==> src/rtl/assert_macros.svh <==
// Assertion macros shared by the RTL of the MSA image decoder.
// Checks compile away when SYNTHESIS is defined.
`ifndef ASSERT_MACROS_SVH
`define ASSERT_MACROS_SVH

`ifndef SYNTHESIS

// Property must hold at every clock edge outside reset.
`define ASSERT_CLK(lbl, clk_sig, rstn_sig, prop) \
    lbl: assert property (@(posedge clk_sig) disable iff (!rstn_sig) prop) \
        else $error("assertion failed");

// Condition must never be true outside reset.
`define ASSERT_NEVER(lbl, clk_sig, rstn_sig, cond) \
    lbl: assert property (@(posedge clk_sig) disable iff (!rstn_sig) !(cond)) \
        else $error("forbidden condition seen");

`else

`define ASSERT_CLK(lbl, clk_sig, rstn_sig, prop)
`define ASSERT_NEVER(lbl, clk_sig, rstn_sig, cond)

`endif

`endif

==> src/rtl/msa_rle_pkg.sv <==
// Constants and types for the MSA disk image RLE decoder.
// No dependencies; imported by the decoder top level.
`timescale 1ns / 1ps

package msa_rle_pkg;

    localparam int SECTOR_BYTES = 512;
    localparam int SECTOR_BITS  = $clog2(SECTOR_BYTES + 1);
    // A full track holds up to SECTOR_BYTES * 65535 bytes.
    localparam int TRACK_W      = 16 + SECTOR_BITS;

    localparam logic [15:0] MSA_ID   = 16'h0E0F;
    localparam logic [7:0]  RLE_MARK = 8'hE5;

    // Header byte indexes that complete a big-endian word.
    localparam logic [3:0] HDR_IDX_ID    = 4'd1;
    localparam logic [3:0] HDR_IDX_SPT   = 4'd3;
    localparam logic [3:0] HDR_IDX_SIDES = 4'd5;
    localparam logic [3:0] HDR_IDX_FIRST = 4'd7;

    typedef enum logic [1:0] {
        STATUS_OK      = 2'd0,
        STATUS_BAD_ID  = 2'd1,
        STATUS_CLAMPED = 2'd2
    } status_t;

endpackage

==> src/rtl/msa_disk_image_rle_decoder_unit.sv <==
// MSA image decoder: one file byte in, at most one run (value, count, offset) out.
// Depends on msa_rle_pkg and assert_macros.svh.
`timescale 1ns / 1ps
`include "assert_macros.svh"

// Accepts one file byte per clock cycle while the result register is not held; the run
// for a byte goes from the input register through the parse logic into the result
// register. The parse step updates all header, track and position state from one byte.
// A held result stalls the input register and, through it, the input side.
module msa_disk_image_rle_decoder_unit
    import msa_rle_pkg::*;
(
    input  logic        clk,
    input  logic        rst_n,
    input  logic        in_valid,
    output logic        in_stall,
    input  logic [7:0]  stream_byte,
    input  logic        start_of_file,
    output logic        out_valid,
    input  logic        out_stall,
    output logic [7:0]  run_value,
    output logic [15:0] run_count,
    output logic [31:0] dest_offset,
    output logic        track_end,
    output logic        image_end,
    output logic [1:0]  status
);

    typedef enum logic [3:0] {
        PH_HEADER,
        PH_LEN_HI,
        PH_LEN_LO,
        PH_RAW,
        PH_CODE,
        PH_RUN_VAL,
        PH_RUN_HI,
        PH_RUN_LO,
        PH_DONE,
        PH_STOPPED
    } phase_t;

    // input register
    logic              s1_valid_reg;
    logic [7:0]        s1_byte_reg;
    logic              s1_sof_reg;

    // parse state
    phase_t            phase_reg, phase_next;
    logic [7:0]        whb_reg, whb_next;
    logic [3:0]        idx_reg, idx_next;
    logic [15:0]       spt_reg, spt_next;
    logic [15:0]       sides_reg, sides_next;
    logic [15:0]       first_reg, first_next;
    logic [15:0]       last_reg, last_next;
    logic [15:0]       track_reg, track_next;
    logic [15:0]       side_reg, side_next;
    logic              raw_reg, raw_next;
    logic [TRACK_W-1:0] done_reg, done_next;
    logic [7:0]        pend_reg, pend_next;
    logic [31:0]       pos_reg, pos_next;

    // result register
    logic              out_valid_reg;
    logic [7:0]        out_value_reg;
    logic [15:0]       out_count_reg;
    logic [31:0]       out_offset_reg;
    logic              out_tend_reg;
    logic              out_iend_reg;
    status_t           out_status_reg;

    // parse step
    logic              advance;
    phase_t            ph_eff;
    logic [3:0]        idx_eff;
    logic [31:0]       pos_eff;
    logic [15:0]       word;
    logic [TRACK_W-1:0] track_bytes;
    logic [TRACK_W-1:0] left;
    logic [TRACK_W-1:0] done_sum;
    logic              run_go;
    logic [7:0]        run_val;
    logic [15:0]       run_cnt;
    status_t           run_st;
    logic              step_side;
    logic              res_go;
    logic [7:0]        res_value;
    logic [15:0]       res_count;
    logic [31:0]       res_offset;
    logic              res_tend;
    logic              res_iend;
    status_t           res_status;

    assign advance  = s1_valid_reg && (!out_valid_reg || !out_stall);
    assign in_stall = s1_valid_reg && !advance;

    assign track_bytes = TRACK_W'(spt_reg) * TRACK_W'(SECTOR_BYTES);
    assign left        = track_bytes - done_reg;
    assign word        = {whb_reg, s1_byte_reg};

    always_comb
    begin
        // start of file resets phase, header index and position before this byte is taken
        ph_eff  = s1_sof_reg ? PH_HEADER : phase_reg;
        idx_eff = s1_sof_reg ? 4'd0 : idx_reg;
        pos_eff = s1_sof_reg ? 32'd0 : pos_reg;

        phase_next = ph_eff;
        whb_next   = whb_reg;
        idx_next   = idx_eff;
        spt_next   = spt_reg;
        sides_next = sides_reg;
        first_next = first_reg;
        last_next  = last_reg;
        track_next = track_reg;
        side_next  = side_reg;
        raw_next   = raw_reg;
        done_next  = done_reg;
        pend_next  = pend_reg;
        pos_next   = pos_eff;

        run_go     = 1'b0;
        run_val    = s1_byte_reg;
        run_cnt    = 16'd1;
        run_st     = STATUS_OK;
        step_side  = 1'b0;
        done_sum   = '0;

        res_go     = 1'b0;
        res_value  = 8'd0;
        res_count  = 16'd0;
        res_offset = pos_eff;
        res_tend   = 1'b0;
        res_iend   = 1'b0;
        res_status = STATUS_OK;

        case (ph_eff)
            PH_HEADER:
            begin
                idx_next = idx_eff + 4'd1;
                if (!idx_eff[0])
                begin
                    whb_next = s1_byte_reg;
                end
                else if (idx_eff == HDR_IDX_ID)
                begin
                    if (word != MSA_ID)
                    begin
                        phase_next = PH_STOPPED;
                        res_go     = 1'b1;
                        res_offset = 32'd0;
                        res_iend   = 1'b1;
                        res_status = STATUS_BAD_ID;
                    end
                end
                else if (idx_eff == HDR_IDX_SPT)
                begin
                    spt_next = word;
                end
                else if (idx_eff == HDR_IDX_SIDES)
                begin
                    sides_next = word;
                end
                else if (idx_eff == HDR_IDX_FIRST)
                begin
                    first_next = word;
                end
                else
                begin
                    last_next = word;
                    idx_next  = 4'd0;
                    if (first_reg > word)
                    begin
                        phase_next = PH_DONE;
                        res_go     = 1'b1;
                        res_iend   = 1'b1;
                    end
                    else
                    begin
                        track_next = first_reg;
                        side_next  = 16'd0;
                        phase_next = PH_LEN_HI;
                    end
                end
            end
            PH_LEN_HI:
            begin
                whb_next   = s1_byte_reg;
                phase_next = PH_LEN_LO;
            end
            PH_LEN_LO:
            begin
                done_next = '0;
                raw_next  = (TRACK_W'(word) == track_bytes);
                if (track_bytes == '0)
                begin
                    // empty track: report it and move on
                    res_go    = 1'b1;
                    res_tend  = 1'b1;
                    step_side = 1'b1;
                end
                else
                begin
                    phase_next = (TRACK_W'(word) == track_bytes) ? PH_RAW : PH_CODE;
                end
            end
            PH_RAW:
            begin
                run_go = 1'b1;
            end
            PH_CODE:
            begin
                if (s1_byte_reg != RLE_MARK)
                begin
                    run_go = 1'b1;
                end
                else
                begin
                    phase_next = PH_RUN_VAL;
                end
            end
            PH_RUN_VAL:
            begin
                pend_next  = s1_byte_reg;
                phase_next = PH_RUN_HI;
            end
            PH_RUN_HI:
            begin
                whb_next   = s1_byte_reg;
                phase_next = PH_RUN_LO;
            end
            PH_RUN_LO:
            begin
                phase_next = PH_CODE;
                run_val    = pend_reg;
                run_cnt    = word;
                // clamp a run that would pass the track end
                if (TRACK_W'(word) > left)
                begin
                    run_cnt = left[15:0];
                    run_st  = STATUS_CLAMPED;
                end
                run_go = (run_cnt != 16'd0);
            end
            default:
            begin
                // done or stopped: drop bytes until start of file
            end
        endcase

        if (run_go)
        begin
            done_sum   = done_reg + TRACK_W'(run_cnt);
            done_next  = done_sum;
            pos_next   = pos_eff + 32'(run_cnt);
            res_go     = 1'b1;
            res_value  = run_val;
            res_count  = run_cnt;
            res_status = run_st;
            res_tend   = (done_sum >= track_bytes);
            step_side  = (done_sum >= track_bytes);
        end

        if (step_side)
        begin
            phase_next = PH_LEN_HI;
            if (side_reg != sides_reg)
            begin
                side_next = side_reg + 16'd1;
            end
            else
            begin
                side_next = 16'd0;
                if (track_reg == last_reg)
                begin
                    phase_next = PH_DONE;
                    res_iend   = 1'b1;
                end
                else
                begin
                    track_next = track_reg + 16'd1;
                end
            end
        end
    end

    always_ff @(posedge clk or negedge rst_n)
    begin
        if (!rst_n)
        begin
            s1_valid_reg   <= 1'b0;
            s1_byte_reg    <= 8'd0;
            s1_sof_reg     <= 1'b0;
            phase_reg      <= PH_HEADER;
            whb_reg        <= 8'd0;
            idx_reg        <= 4'd0;
            spt_reg        <= 16'd0;
            sides_reg      <= 16'd0;
            first_reg      <= 16'd0;
            last_reg       <= 16'd0;
            track_reg      <= 16'd0;
            side_reg       <= 16'd0;
            raw_reg        <= 1'b0;
            done_reg       <= '0;
            pend_reg       <= 8'd0;
            pos_reg        <= 32'd0;
            out_valid_reg  <= 1'b0;
            out_value_reg  <= 8'd0;
            out_count_reg  <= 16'd0;
            out_offset_reg <= 32'd0;
            out_tend_reg   <= 1'b0;
            out_iend_reg   <= 1'b0;
            out_status_reg <= STATUS_OK;
        end
        else
        begin
            // input register: load on accept, drain on advance
            if (in_valid && !in_stall)
            begin
                s1_valid_reg <= 1'b1;
                s1_byte_reg  <= stream_byte;
                s1_sof_reg   <= start_of_file;
            end
            else if (advance)
            begin
                s1_valid_reg <= 1'b0;
            end

            if (advance)
            begin
                phase_reg <= phase_next;
                whb_reg   <= whb_next;
                idx_reg   <= idx_next;
                spt_reg   <= spt_next;
                sides_reg <= sides_next;
                first_reg <= first_next;
                last_reg  <= last_next;
                track_reg <= track_next;
                side_reg  <= side_next;
                raw_reg   <= raw_next;
                done_reg  <= done_next;
                pend_reg  <= pend_next;
                pos_reg   <= pos_next;
            end

            if (advance && res_go)
            begin
                out_valid_reg  <= 1'b1;
                out_value_reg  <= res_value;
                out_count_reg  <= res_count;
                out_offset_reg <= res_offset;
                out_tend_reg   <= res_tend;
                out_iend_reg   <= res_iend;
                out_status_reg <= res_status;
            end
            else if (!out_stall)
            begin
                out_valid_reg <= 1'b0;
            end
        end
    end

    assign out_valid   = out_valid_reg;
    assign run_value   = out_value_reg;
    assign run_count   = out_count_reg;
    assign dest_offset = out_offset_reg;
    assign track_end   = out_tend_reg;
    assign image_end   = out_iend_reg;
    assign status      = out_status_reg;

    `ASSERT_NEVER(a_quiet_after_end, clk, rst_n,
        advance && !s1_sof_reg && res_go &&
        (phase_reg == PH_DONE || phase_reg == PH_STOPPED))

    `ASSERT_CLK(a_done_within_track, clk, rst_n,
        (phase_reg == PH_RAW || phase_reg == PH_CODE || phase_reg == PH_RUN_VAL ||
         phase_reg == PH_RUN_HI || phase_reg == PH_RUN_LO) |-> (done_reg <= track_bytes))

    `ASSERT_CLK(a_image_end_stops, clk, rst_n,
        (advance && res_go && res_iend && res_status == STATUS_OK) |=>
        (phase_reg == PH_DONE))

    `ASSERT_CLK(a_stall_only_on_full, clk, rst_n,
        in_stall |-> (out_valid_reg && out_stall && s1_valid_reg))

    `ASSERT_CLK(a_raw_phase_on_raw_track, clk, rst_n,
        (phase_reg == PH_RAW) |-> raw_reg)

endmodule

==> config.mk <==
export PLATFORM = sky130hd
export DESIGN_NAME = msa_disk_image_rle_decoder_unit
export DESIGN_NICKNAME = d
export VERILOG_FILES = /design/src/rtl/msa_rle_pkg.sv /design/src/rtl/msa_disk_image_rle_decoder_unit.sv
export VERILOG_INCLUDE_DIRS = /design/src /design/src/rtl
export SDC_FILE = /design/constraint.sdc
export NUM_CORES = 1
export LEC_CHECK = 0
export ABC_AREA = 1
export BUFFER_PORTS_ARGS = -buffer_cell sky130_fd_sc_hd__buf_4
export CORE_MARGIN = 2
export CORE_UTILIZATION = 55
export CTS_CLUSTER_DIAMETER = 80
export DETAILED_ROUTE_END_ITERATION = 10
export PLACE_DENSITY = 0.78
export SLEW_MARGIN = 30
export SYNTH_ARGS = -nofsm -noshare
export SYNTH_HDL_FRONTEND = slang
export SYNTH_SLANG_ARGS = --single-unit
==> constraint.sdc <==
create_clock -name clk -period 10.7 [get_ports clk]
set_input_delay 1.605 -clock clk [delete_from_list [all_inputs] [get_ports clk]]
set_output_delay 1.605 -clock clk [all_outputs]
set_load 0.01 [all_outputs]
=== Word level (Yosys, flattened, before mapping) ===
Index checks and enable logic that the tools add are counted.

* Register bits: 249
* Input bits: 13
* Output and inout port bits: 62
* Word-level logic and storage cells: 170

* $add $sub $neg: 6
* Order comparisons: 3
* Equal/unequal tests: 23
* Muxes and demuxes: 86
* Bitwise gates (word level): 4
* Reductions and logical operators: 26

{| class="wikitable"
|+ Operators by type and width
! operator !! number
|-
| $mux 16 || 23
|-
| $mux 32 || 6
|-
| $mux 4 || 20
|-
| $mux 26 || 2
|-
| $add 16x1->16 const B || 2
|-
| $add 32x16->32 || 1
|-
| $pmux 4 s7 || 1
|-
| $add 26x16->26 || 1
|-
| $ge 26x25->1 || 1
|-
| $gt 16x26->1 || 1
|-
| $logic_not 26->1 || 1
|-
| $sub 25x26->26 || 1
|-
| $eq 16x25->1 || 1
|-
| $eq 4x3->1 const B || 6
|-
| $mux 1 || 24
|-
| $mux 8 || 3
|-
| $eq 16x16->1 || 1
|-
| $gt 16x16->1 || 1
|-
| $ne 16x12->1 const B || 1
|-
| $ne 16x16->1 || 1
|-
| $pmux 8 s2 || 1
|-
| $reduce_bool 16->1 || 1
|-
| $reduce_and 7->1 || 2
|-
| $eq 4x2->1 const B || 3
|-
| 21 further kinds || 43
|}

=== Logic depth before layout (Yosys ltp) ===
Gate-level depths: netlist (run 1).

* Word-level depth: 11
* Depth in mapped cells: 52
* Depth with buffers taken out: 50

=== Worst setup path before layout (run 1) ===
OpenSTA, ideal clock, no wires.

* Kind: register to register
* Start point: register spt_reg[5]
* End point: register side_reg[6]
* Library setup time: 0.117 ns
* Arrival time: 6.670 ns
* Data required time: 10.583 ns
* Slack: 3.913 ns
* Cell stages (with the launch flop): 46
* Buffers on the path: 2
* Clock period less this slack: 6.787 ns
* Path through: dfrtp_1 ha_1 nand2_1 inv_1 nand2_1 nand2_1 nand3b_2 xor2_1 inv_1 ha_1 nand2_1 inv_1 nand3_1 nor4_1 nand3_1 nand2_1 nor2_2 nand3_4 [... 10 more ...] a31oi_1 o21ai_0 a31oi_1 o21ai_0 nand3_1 xor2_1 ha_1 nand2_1 nor4_1 inv_1 nor4_1 nand3b_1 nand2_4 nand3_4 nand2_4 buf_4 nand2_1 nand2_1

* Word-level cells in the longest chain between the ends: 10
* Elaborated cells between the ends (all ways): 22
* Classes of those cells: add/sub: 2; order compare: 2; eq/ne: 5; mux: 8; reduce/logical: 5

{| class="wikitable"
|+ Ends and longest elaborated chain
! item !! line !! source
|-
| start: declaration || msa_disk_image_rle_decoder_unit.sv:51 || <nowiki>logic [15:0] spt_reg, spt_next;</nowiki>
|-
| start signal: assignment || msa_disk_image_rle_decoder_unit.sv:333 || <nowiki>spt_reg <= spt_next;</nowiki>
|-
| $sub 25x26->26 || msa_disk_image_rle_decoder_unit.sv:97 || <nowiki>assign left = track_bytes - done_reg;</nowiki>
|-
| $gt 16x26->1 || msa_disk_image_rle_decoder_unit.sv:237 || <nowiki>if (TRACK_W'(word) > left)</nowiki>
|-
| $mux 16 || msa_disk_image_rle_decoder_unit.sv:237 ||
|-
| $mux 16 (2 in series) || msa_disk_image_rle_decoder_unit.sv:136 || <nowiki>case (ph_eff)</nowiki>
|-
| $add 26x16->26 || msa_disk_image_rle_decoder_unit.sv:252 || <nowiki>done_sum = done_reg + TRACK_W'(run_cnt);</nowiki>
|-
| $ge 26x25->1 || msa_disk_image_rle_decoder_unit.sv:260 || <nowiki>step_side = (done_sum >= track_bytes);</nowiki>
|-
| $mux 1 (*) || msa_disk_image_rle_decoder_unit.sv:250 || <nowiki>if (run_go)</nowiki>
|-
| $ne 2x2->1 (no line) or $reduce_bool 2->1 (tied branches) || - ||
|-
| $reduce_and 8->1 (no line) || - ||
|-
| end signal: assignment || msa_disk_image_rle_decoder_unit.sv:338 || <nowiki>side_reg <= side_next;</nowiki>
|-
| end: declaration || msa_disk_image_rle_decoder_unit.sv:56 || <nowiki>logic [15:0] side_reg, side_next;</nowiki>
|}

Mark *: on every way between the ends. The rest lies on a longest branch, timed or not. The select of a mux whose other input is x is not followed.
A chain may end at the register's enable or synchronous reset.

=== Final worst setup path (run 1) ===
* Start point: register done_reg[0]
* End point: register side_reg[0]

* Word-level cells in the longest chain between the ends: 10
* Elaborated cells between the ends (all ways): 19
* Classes of those cells: add/sub: 2; order compare: 2; eq/ne: 5; mux: 6; reduce/logical: 4

{| class="wikitable"
|+ Ends and longest elaborated chain
! item !! line !! source
|-
| start: declaration || msa_disk_image_rle_decoder_unit.sv:58 || <nowiki>logic [TRACK_W-1:0] done_reg, done_next;</nowiki>
|-
| start signal: assignment || msa_disk_image_rle_decoder_unit.sv:340 || <nowiki>done_reg <= done_next;</nowiki>
|-
| $sub 25x26->26 || msa_disk_image_rle_decoder_unit.sv:97 ||
|-
| $gt 16x26->1 || msa_disk_image_rle_decoder_unit.sv:237 ||
|-
| $mux 16 || msa_disk_image_rle_decoder_unit.sv:237 ||
|-
| $mux 16 (2 in series) || msa_disk_image_rle_decoder_unit.sv:136 ||
|-
| $add 26x16->26 || msa_disk_image_rle_decoder_unit.sv:252 ||
|-
| $ge 26x25->1 || msa_disk_image_rle_decoder_unit.sv:260 ||
|-
| $mux 1 (*) || msa_disk_image_rle_decoder_unit.sv:250 ||
|-
| $ne 2x2->1 (no line) or $reduce_bool 2->1 (tied branches) || - ||
|-
| $reduce_and 8->1 (no line) || - ||
|}

Marks and branches as above.

==> results by stage, run 1 <==
Worst setup path:
- The startpoint type of the worst setup path is a register.
- The endpoint identified for the worst register-to-register timing path is side_reg[0].
- The category of the most critical setup path is register to register.
- In this run the worst path has a maximum fanout of 17.
- For the worst setup path, the data required time is 11180 ps.
- The startpoint identified for the worst register-to-register timing path is done_reg[0].
- The setup slack of the most critical reg-to-reg path is 1790 ps.
- STA classifies the critical path endpoint as a register.
- Among the stages of the critical path, the cell type that occurs most often is nand2_1.
- In this design, the stage delay of the slowest critical-path cell is 500 ps.
- STA puts the critical path data arrival time at 9390 ps.
- For this design, the slowest cell found on the critical path is nor4_1.
- The number of cells on the worst reg-to-reg path is 44.

Yosys:
- The total number of yosys warnings is 0.
- The fraction of synthesized cell area taken by the top area cell type is 35.88%.
- By area the synthesized netlist is led by dfrtp_1 36%, nand2_1 15%, ha_1 7.3%, inv_1 6.4%, o21ai_0 6.4%.
- The cell area after technology mapping is 17370 sq um.
- Counting flops and latches in the post-synthesis netlist gives 249.
- The number of nets in the synthesized netlist is 2562.
- A synthesized cell averages 7.101 sq um.
- The dominant cell type by area after synthesis is dfrtp_1.
- The cell count after synthesis came out at 2446.
- The proportion of synthesized chip area in sequential cells is 35.88%.
- Synthesis instantiated 50 different standard cells from the library.

Detailed routing:
- In this run the remaining antenna-violating nets after routing total 0.
- The routed wire length is 50020 um.
- The first-pass detailed-route iteration total is 5.
- The via count of the routed design is 16530.
- The iteration-0 DRC count of the detailed router is 1491.
- After detailed routing, the number of remaining DRC violations is 0.
- Dividing the detail-routed via count by the number of cells gives 5.703.
- In the final routed layout, each cell accounts on average for 17.26 um.

Timing:
- The final critical path takes up 83.27% of the cycle.
- The total count of max-transition violations in the final report was 0.
- The number of hold violations in the final report came to 0.
- At the pin with the least slew margin, the transition time is 1051 ps.
- Setup violations remaining at the end of the flow were counted as 0.
- The worst slew margin relative to its limit is 29.96%.
- Adding up every negative setup slack in the final design gives 0 ps.
- The worst path meets setup with 1790 ps of slack.
- The smallest hold slack is 470.8 ps.
- Setup repair after global routing left no endpoint under its margin.
- The minimum clock period after layout is 8910 ps.
- The upper clock frequency limit is 112.2 MHz.
- The clock arrives with 17.12 ps of skew.

Power:
- The static leakage is 9.700 nW.
- Across the VDD grid, the largest voltage drop is 0.0001461 V.
- The completed layout was analyzed and its total power is 0.003895 W.
- Dividing total power by cell area gives a power density of 203.9 nW/um^2.

CTS:
- The post-CTS resize count is 0.
- The clock tree from TritonCTS is built.
- The number of buffers inserted during clock tree synthesis is 27.
- The maximum number of buffers from clock root to sink is 3.
- The number of setup buffers added after CTS is 0.
- The later-pin clock latency in the skew report is 550 ps.
- The root buffer cell is clkbuf_16.
- CTS built an H-tree with a depth of 1.
- After clock tree synthesis, the clock-pin slew on the worst setup and hold paths is 60 ps.
- The count of hold buffers inserted by post-cts repair is 0.
- Clock tree synthesis found a total of 249 sinks.

Global routing:
- The initial antenna violation count is 0.
- The first global-routing pass estimated 81030 um of wire.
- The global route total overflow is 0.
- The number of global-route vias before repair is 15850.
- The maximum number of pins on one net before global-route repair is 123.
- The total global-route track usage is 30.32%.

Floorplanning:
- The core region area is 31310 sq um.
- The number of I/O pins is 75.
- The floorplan step defined a die boundary enclosing 33010 sq um.
- The die outline width is 181.7 um.
- Row generation in the floorplan step produced 65 rows.
- The y dimension of the die is 181.7 um.
- The effective utilization at floorplan is 55.47%.

Min path:
- For hold timing, the worst endpoint is run_count[15].
- The origin of the worst min-delay path is run_count[15].
- The worst hold path depth is 2.
- In this run the worst hold path is classified as register to register.

Placement:
- The half-perimeter wire length after detailed placement is 36480 um.
- At the placement stage, the worst setup path has a slack of 2059 ps.
- The congestion estimate from routability-driven global placement came to 0.9867.
- The count of input and output buffers is 74.
- Summing all placed instances gives a cell area of 18190 sq um.

Cells and area:
- At the end of the flow, the number of nets in the layout was 2595.
- The library cell used most frequently in the layout, excluding fill and tap cells, is nand2_1.
- The cell area after layout is 19110 sq um.
- The fraction of layout cells with a size suffix above 1 is 8.053%.
- The area added between synthesis and finish is 10.01%.
- In the layout the commonest cells are 704 x nand2_1, 298 x inv_1, 249 x dfrtp_1.
- The number of antenna diodes in the final layout is 0.

Run status:
- The run finished with clean final reports.

Job:
- The tool flagged a number of max-cap violations equal to 0.
[synth_stat cells, drive strengths merged]
| library cell | n |
|---|---|
| buf | 25 |
| nor4 | 23 |
| mux2i | 11 |
| nand3 | 139 |
| inv | 308 |
| a21boi | 1 |
| clkbuf | 57 |
| and2 | 2 |
| o21a | 6 |
| o211ai | 6 |
| nand4 | 44 |
| dfrtp | 249 |
| o21bai | 2 |
| o221ai | 2 |
| clkinv | 4 |
| o41ai | 1 |
| nand2 | 728 |
| a211oi | 2 |
| o2111ai | 1 |
| o21ai | 251 |
| and3 | 2 |
| nor2 | 187 |
| nor3b | 3 |
| or2 | 7 |
| a2111oi | 2 |
| xnor2 | 32 |
| o22ai | 14 |
| ha | 101 |
| fa | 2 |
| nor3 | 27 |
| a21o | 5 |
| a21oi | 94 |
| a32oi | 1 |
| xor2 | 84 |
| a31oi | 7 |
| nand3b | 16 |
[critical path, delay by kind of cell (launching register included)]
family,cells,cell delay [ps]
XOR/XNOR,2,490
adder cells (fa/ha/maj),5,1380
flip-flops,1,470
buffers and inverters,6,500
AND/OR/NAND/NOR,25,4210
AO/OA/AOI/OAI,6,1770
[how the worst max path moves through the flow]
stage	from	to
6_report	done_reg[0]	side_reg[0]
5_1_grt	done_reg[1]	side_reg[0]
4_1_cts	done_reg[0]	side_reg[0]
3_5_place_dp	done_reg[0]	side_reg[0]
3_3_place_gp	done_reg[0]	side_reg[0]
2_1_floorplan	spt_reg[5]	side_reg[6]
[power by group]
part / switching, W / internal [W]
combinational: 0.00114 / 0.000543
clock: 0.000398 / 0.000562
sequential: 0.000157 / 0.00109
[metal layers]
metal,share of wire (%),wire [um],GRT usage (%),up-vias
li1,-,-,-,7978
met3,7.1,3533,3.189,113
met5,0,0,0,-
met2,45,22530,49.12,636
met4,3.3,1666,10.93,0
met1,45,22290,42.33,7800
[final cells by class]
cell class                 instances  area [sq um]
timing repair buffer              86         680.7
inverter                         312          1171
clock buffer                      36         749.5
clock inverter                    10         136.4
multi-input combinational       1803          9635
sequential                       249          6231
fill                            2858         12200
tap                              402         503.0
[stage by stage]
step / cells / utilization (%)
2_1_floorplan: 2446 / -
3_3_place_gp: 2850 / 57.98
3_5_place_dp: 2851 / 58.08
4_1_cts: 2897 / 60.91
5_1_grt: 2898 / 61.02
6_report: 2898 / 61.02
[cells by family (layout without fill, tap and decap cells)]
family / Yosys count / in the layout / share of synthesized area [%]
buf+inv: 394 / 444 / 8.803
mux: 11 / 11 / 0.6340
flops: 249 / 249 / 35.88
xor+xnor: 116 / 116 / 5.850
simple gates: 1178 / 1178 / 29.05
fa+ha+maj: 103 / 103 / 7.507
compound gates: 395 / 395 / 12.28
(Power assumes the default switching activity.)
==> inputs of run 2 (changes only) <==
PLACE_DENSITY = 0.81   (was 0.78)
clock period = 7.5 ns   (was 10.7 ns; I/O delays follow)
==> run 2 against run 1 <==
  * Non-clock buffer count is 80 higher
  * Hold slack better by 0.77 ps
  * Count of clock-buffer cells in the layout is 1 lower
  * Highest routed layer unchanged
  * Clock power increased by 51%
  * Utilization is 3.2 points higher
  * Sequential power rose by 42%
  * First-iteration DRC count increased by 21%
  * Clock skew grew 10 ps
  * Combinational power increased by 55%
  * Power rose by 50%
  * Critical path depth did not move
==> results by stage, run 2 (synthesis results as in run 1) <==
Run status:
- The flow ran to the end, and the final reports show no timing, DRC or antenna violations.

Timing:
- The largest clock skew in the final design is 27.36 ps (+10.24 ps).
- The upper clock frequency limit is 139.7 MHz (+24%).
- The minimum clock period after layout is 7160 ps (-1749 ps).
- The setup slack after layout is 340.0 ps (-1451 ps).
- The number of hold violations in the final report is 0 (unchanged).
- The total count of max-transition violations in the final report is 0 (unchanged).
- The transition at the pin with the smallest max-transition slack is 908.0 ps (-142.6 ps).
- The ratio of final minimum period to clock period is 95.47% (+12 points).
- The worst slew margin relative to its limit is 39.32% (+9.4 points).
- The count of final setup violators was 0 (unchanged).

Worst setup path:
- The required time of the critical path was 7940 ps (-3240 ps).
- The capturing point of the worst reg2reg path is side_reg[15].
- The cell count of the worst reg-to-reg path is 44 (unchanged).
- The most critical setup path has its startpoint at done_reg[2].
- The cell seen most often among critical-path stages is nand2_1.
- The critical path is of the register to register type.
- STA classifies the critical path startpoint as a register.
- The total buffers and inverters traversed by the critical path is 5 (-1).
- The startpoint identified for the worst register-to-register timing path is done_reg[2].
- The highest-delay cell along the critical path is dfrtp_1.
- The biggest cell delay along the critical path is 450 ps (-50 ps).
- The arrival time at the worst endpoint is 7600 ps (-1790 ps).
- The setup slack of the most critical reg-to-reg path is 340 ps (-1450 ps).
- The cell family with the largest share of critical-path delay is simple AND/OR/NAND/NOR gates.
- The largest fanout on the critical path came to 16 (-1).
- The worst setup path is captured at a register.

Min path:
- In this run the most critical hold path is launched from run_count[15].
- The worst hold path depth is 2 (unchanged).
- The end of the worst hold path is run_count[15].
- The path type of the worst min-delay path is register to register.

CTS:
- TritonCTS built the clock tree.
- The root buffer cell is clkbuf_16.
- The maximum number of buffers from clock root to sink is 3 (unchanged).
- The clock edge transition at the registers on the reported setup and hold paths is 60 ps (about the same).
- The count of hold buffers inserted by post-cts repair came to 0 (unchanged).
- The number of buffers inserted during clock tree synthesis is 27 (unchanged).
- The total clock sinks came to 249 (unchanged).
- The total number of H-tree levels came to 1 (unchanged).
- The later-pin clock latency in the skew report is 570 ps (+20 ps).

Power:
- The static leakage is 10.19 nW (+5.0%).
- The overall power was 0.005845 W (+50%).
- The clock group share of total power is 24.8% (+0.2 points).
- The switching share of power is 43.00% (-0.61 points).
- The sequential fraction of design power is 30.4% (-1.7 points).
- The power density of the placed cells was 290.8 nW/um^2 (+43%).
- The peak supply drop was 0.0002259 V (+55%).
- The cell-internal power is 0.003331 W (+52%).
- The net switching power was 0.002513 W (+48%).
- The relative contribution of combinational cells to total power is 44.8% (+1.5 points).

Global routing:
- The initial antenna violation count is 0 (unchanged).
- The maximum number of pins on one net before global-route repair is 100 (-19%).
- The number of global-route vias before repair is 16090 (+1.5%).
- The wire length of the first global-routing pass is 82030 um (+1.2%).
- The total global-route track usage is 30.56% (+0.23 points).
- The global route total overflow came to 0 (unchanged).

Cells and area:
- Compared with the post-synthesis result, the final layout area differs by 15.73%.
- The fraction of layout cells with a size suffix above 1 was 12.83% (+4.8 points).
- The most common cell after layout, fill and taps aside is nand2_1.
- The filler cell count is 2645 (-7.5%).
- The number of nets in the layout was 2675 (+3.1%).
- The library cells used most frequently in the layout, excluding fill and tap cells, are 698 x nand2_1, 296 x inv_1, 249 x dfrtp_1.
- The number of diodes is 0 (unchanged).

Floorplanning:
- The effective utilization at floorplan is 55.47% (unchanged).
- The die outline width came to 181.7 um (unchanged).
- The total die area is 33010 sq um (unchanged).
- The number of rows in the core area is 65 (unchanged).
- The number of I/O pins is 75 (unchanged).
- The core region area is 31310 sq um (unchanged).
- The y dimension of the die came to 181.7 um (unchanged).

Detailed routing:
- The first-pass detailed-route iteration total is 9 (+4).
- The number of nets still failing antenna checks after routing is 0 (unchanged).
- The iteration-0 DRC count of the detailed router was 1798 (+21%).
- The routed via count divided by cell count came to 5.734 (+0.55%).
- The routed wire length was 51440 um (+2.8%).
- The number of design rule violations left after detail routing was 0 (unchanged).
- The average detailed-routed wire length per instance came to 17.25 um (about the same).
- The via count of the routed design came to 17100 (+3.5%).

Job:
- The number of violations of the max-capacitance limit was 0 (unchanged).

Placement:
- The placer congestion estimate is 1.043 (+5.7%).
- The post-placement setup slack is -44.15 ps (-2104 ps).
- The half-perimeter wire length after detailed placement is 37070 um (+1.6%).
- The count of input and output buffers is 74 (unchanged).
-- run 2: per-layer routing --
metal / wire, um / vias to the layer above / track usage [%]
met3: 3868 / 152 / 3.791
met2: 24030 / 750 / 50.41
met1: 21590 / 8058 / 41.40
li1: - / 8139 / -
met5: 0 / - / 0
met4: 1950 / 0 / 11.35
-- run 2: metrics by stage --
stage	utilization [%]	TNS, ps	instance area [sq um]	hold slack (ps)	std cells
CTS	63.11	0	19760	475.4	2976
finish	64.20	0	20100	471.6	2982
floorplan	-	0	17370	447.9	2446
global route	64.20	-1172	20100	500.5	2982
global placement	59.90	0	18750	457.3	2925
detailed placement	60.01	-178.0	18790	460.9	2926
-- run 2: power groups by stage --
| stage | Sequential (W) | Combinational (W) | Clock [W] |
|---|---|---|---|
| 3_5_place_dp | 0.00178 | 0.00243 | 0 |
| 6_report | 0.00178 | 0.00262 | 0.00145 |
| 4_1_cts | 0.00176 | 0.00245 | 0.00146 |
| 5_1_grt | 0.00180 | 0.00291 | 0.00151 |
| 3_3_place_gp | 0.00177 | 0.00237 | 0 |
| 2_1_floorplan | 0.00174 | 0.00168 | 0 |
-- run 2: worst max path at each step --
stage / endpoint / depth (start not counted) / slack [ps]
4_1_cts: track_end / 48 / 2
3_5_place_dp: track_end / 45 / -40
6_report: side_reg[15] / 44 / 340
2_1_floorplan: side_reg[6] / 45 / 710
5_1_grt: track_reg[5] / 50 / -90
3_3_place_gp: track_reg[5] / 45 / 40
-- run 2: what timing repair did --
item                       CTS  global route
pin swaps                    0             9
gates cloned                 0             1
setup buffers                0             5
gates resized for setup      1            57
setup endpoints to repair    9            38
-- run 2: tightest hold or removal path: stages (launching register included) --
cell	delay, ps
dfrtp_1	340
nand2_1	50
nand2_1	50
-- run 2: final cells by class --
class,count,area (sq um),area share (%)
Multi-Input combinational cell,1803,9910,49.30
Inverter,312,1171,5.826
Clock buffer,35,755.7,3.760
Timing Repair Buffer,166,1320,6.567
Sequential cell,249,6231,31.00
Tap cell,402,503.0,2.502
Clock inverter,15,210.2,1.046
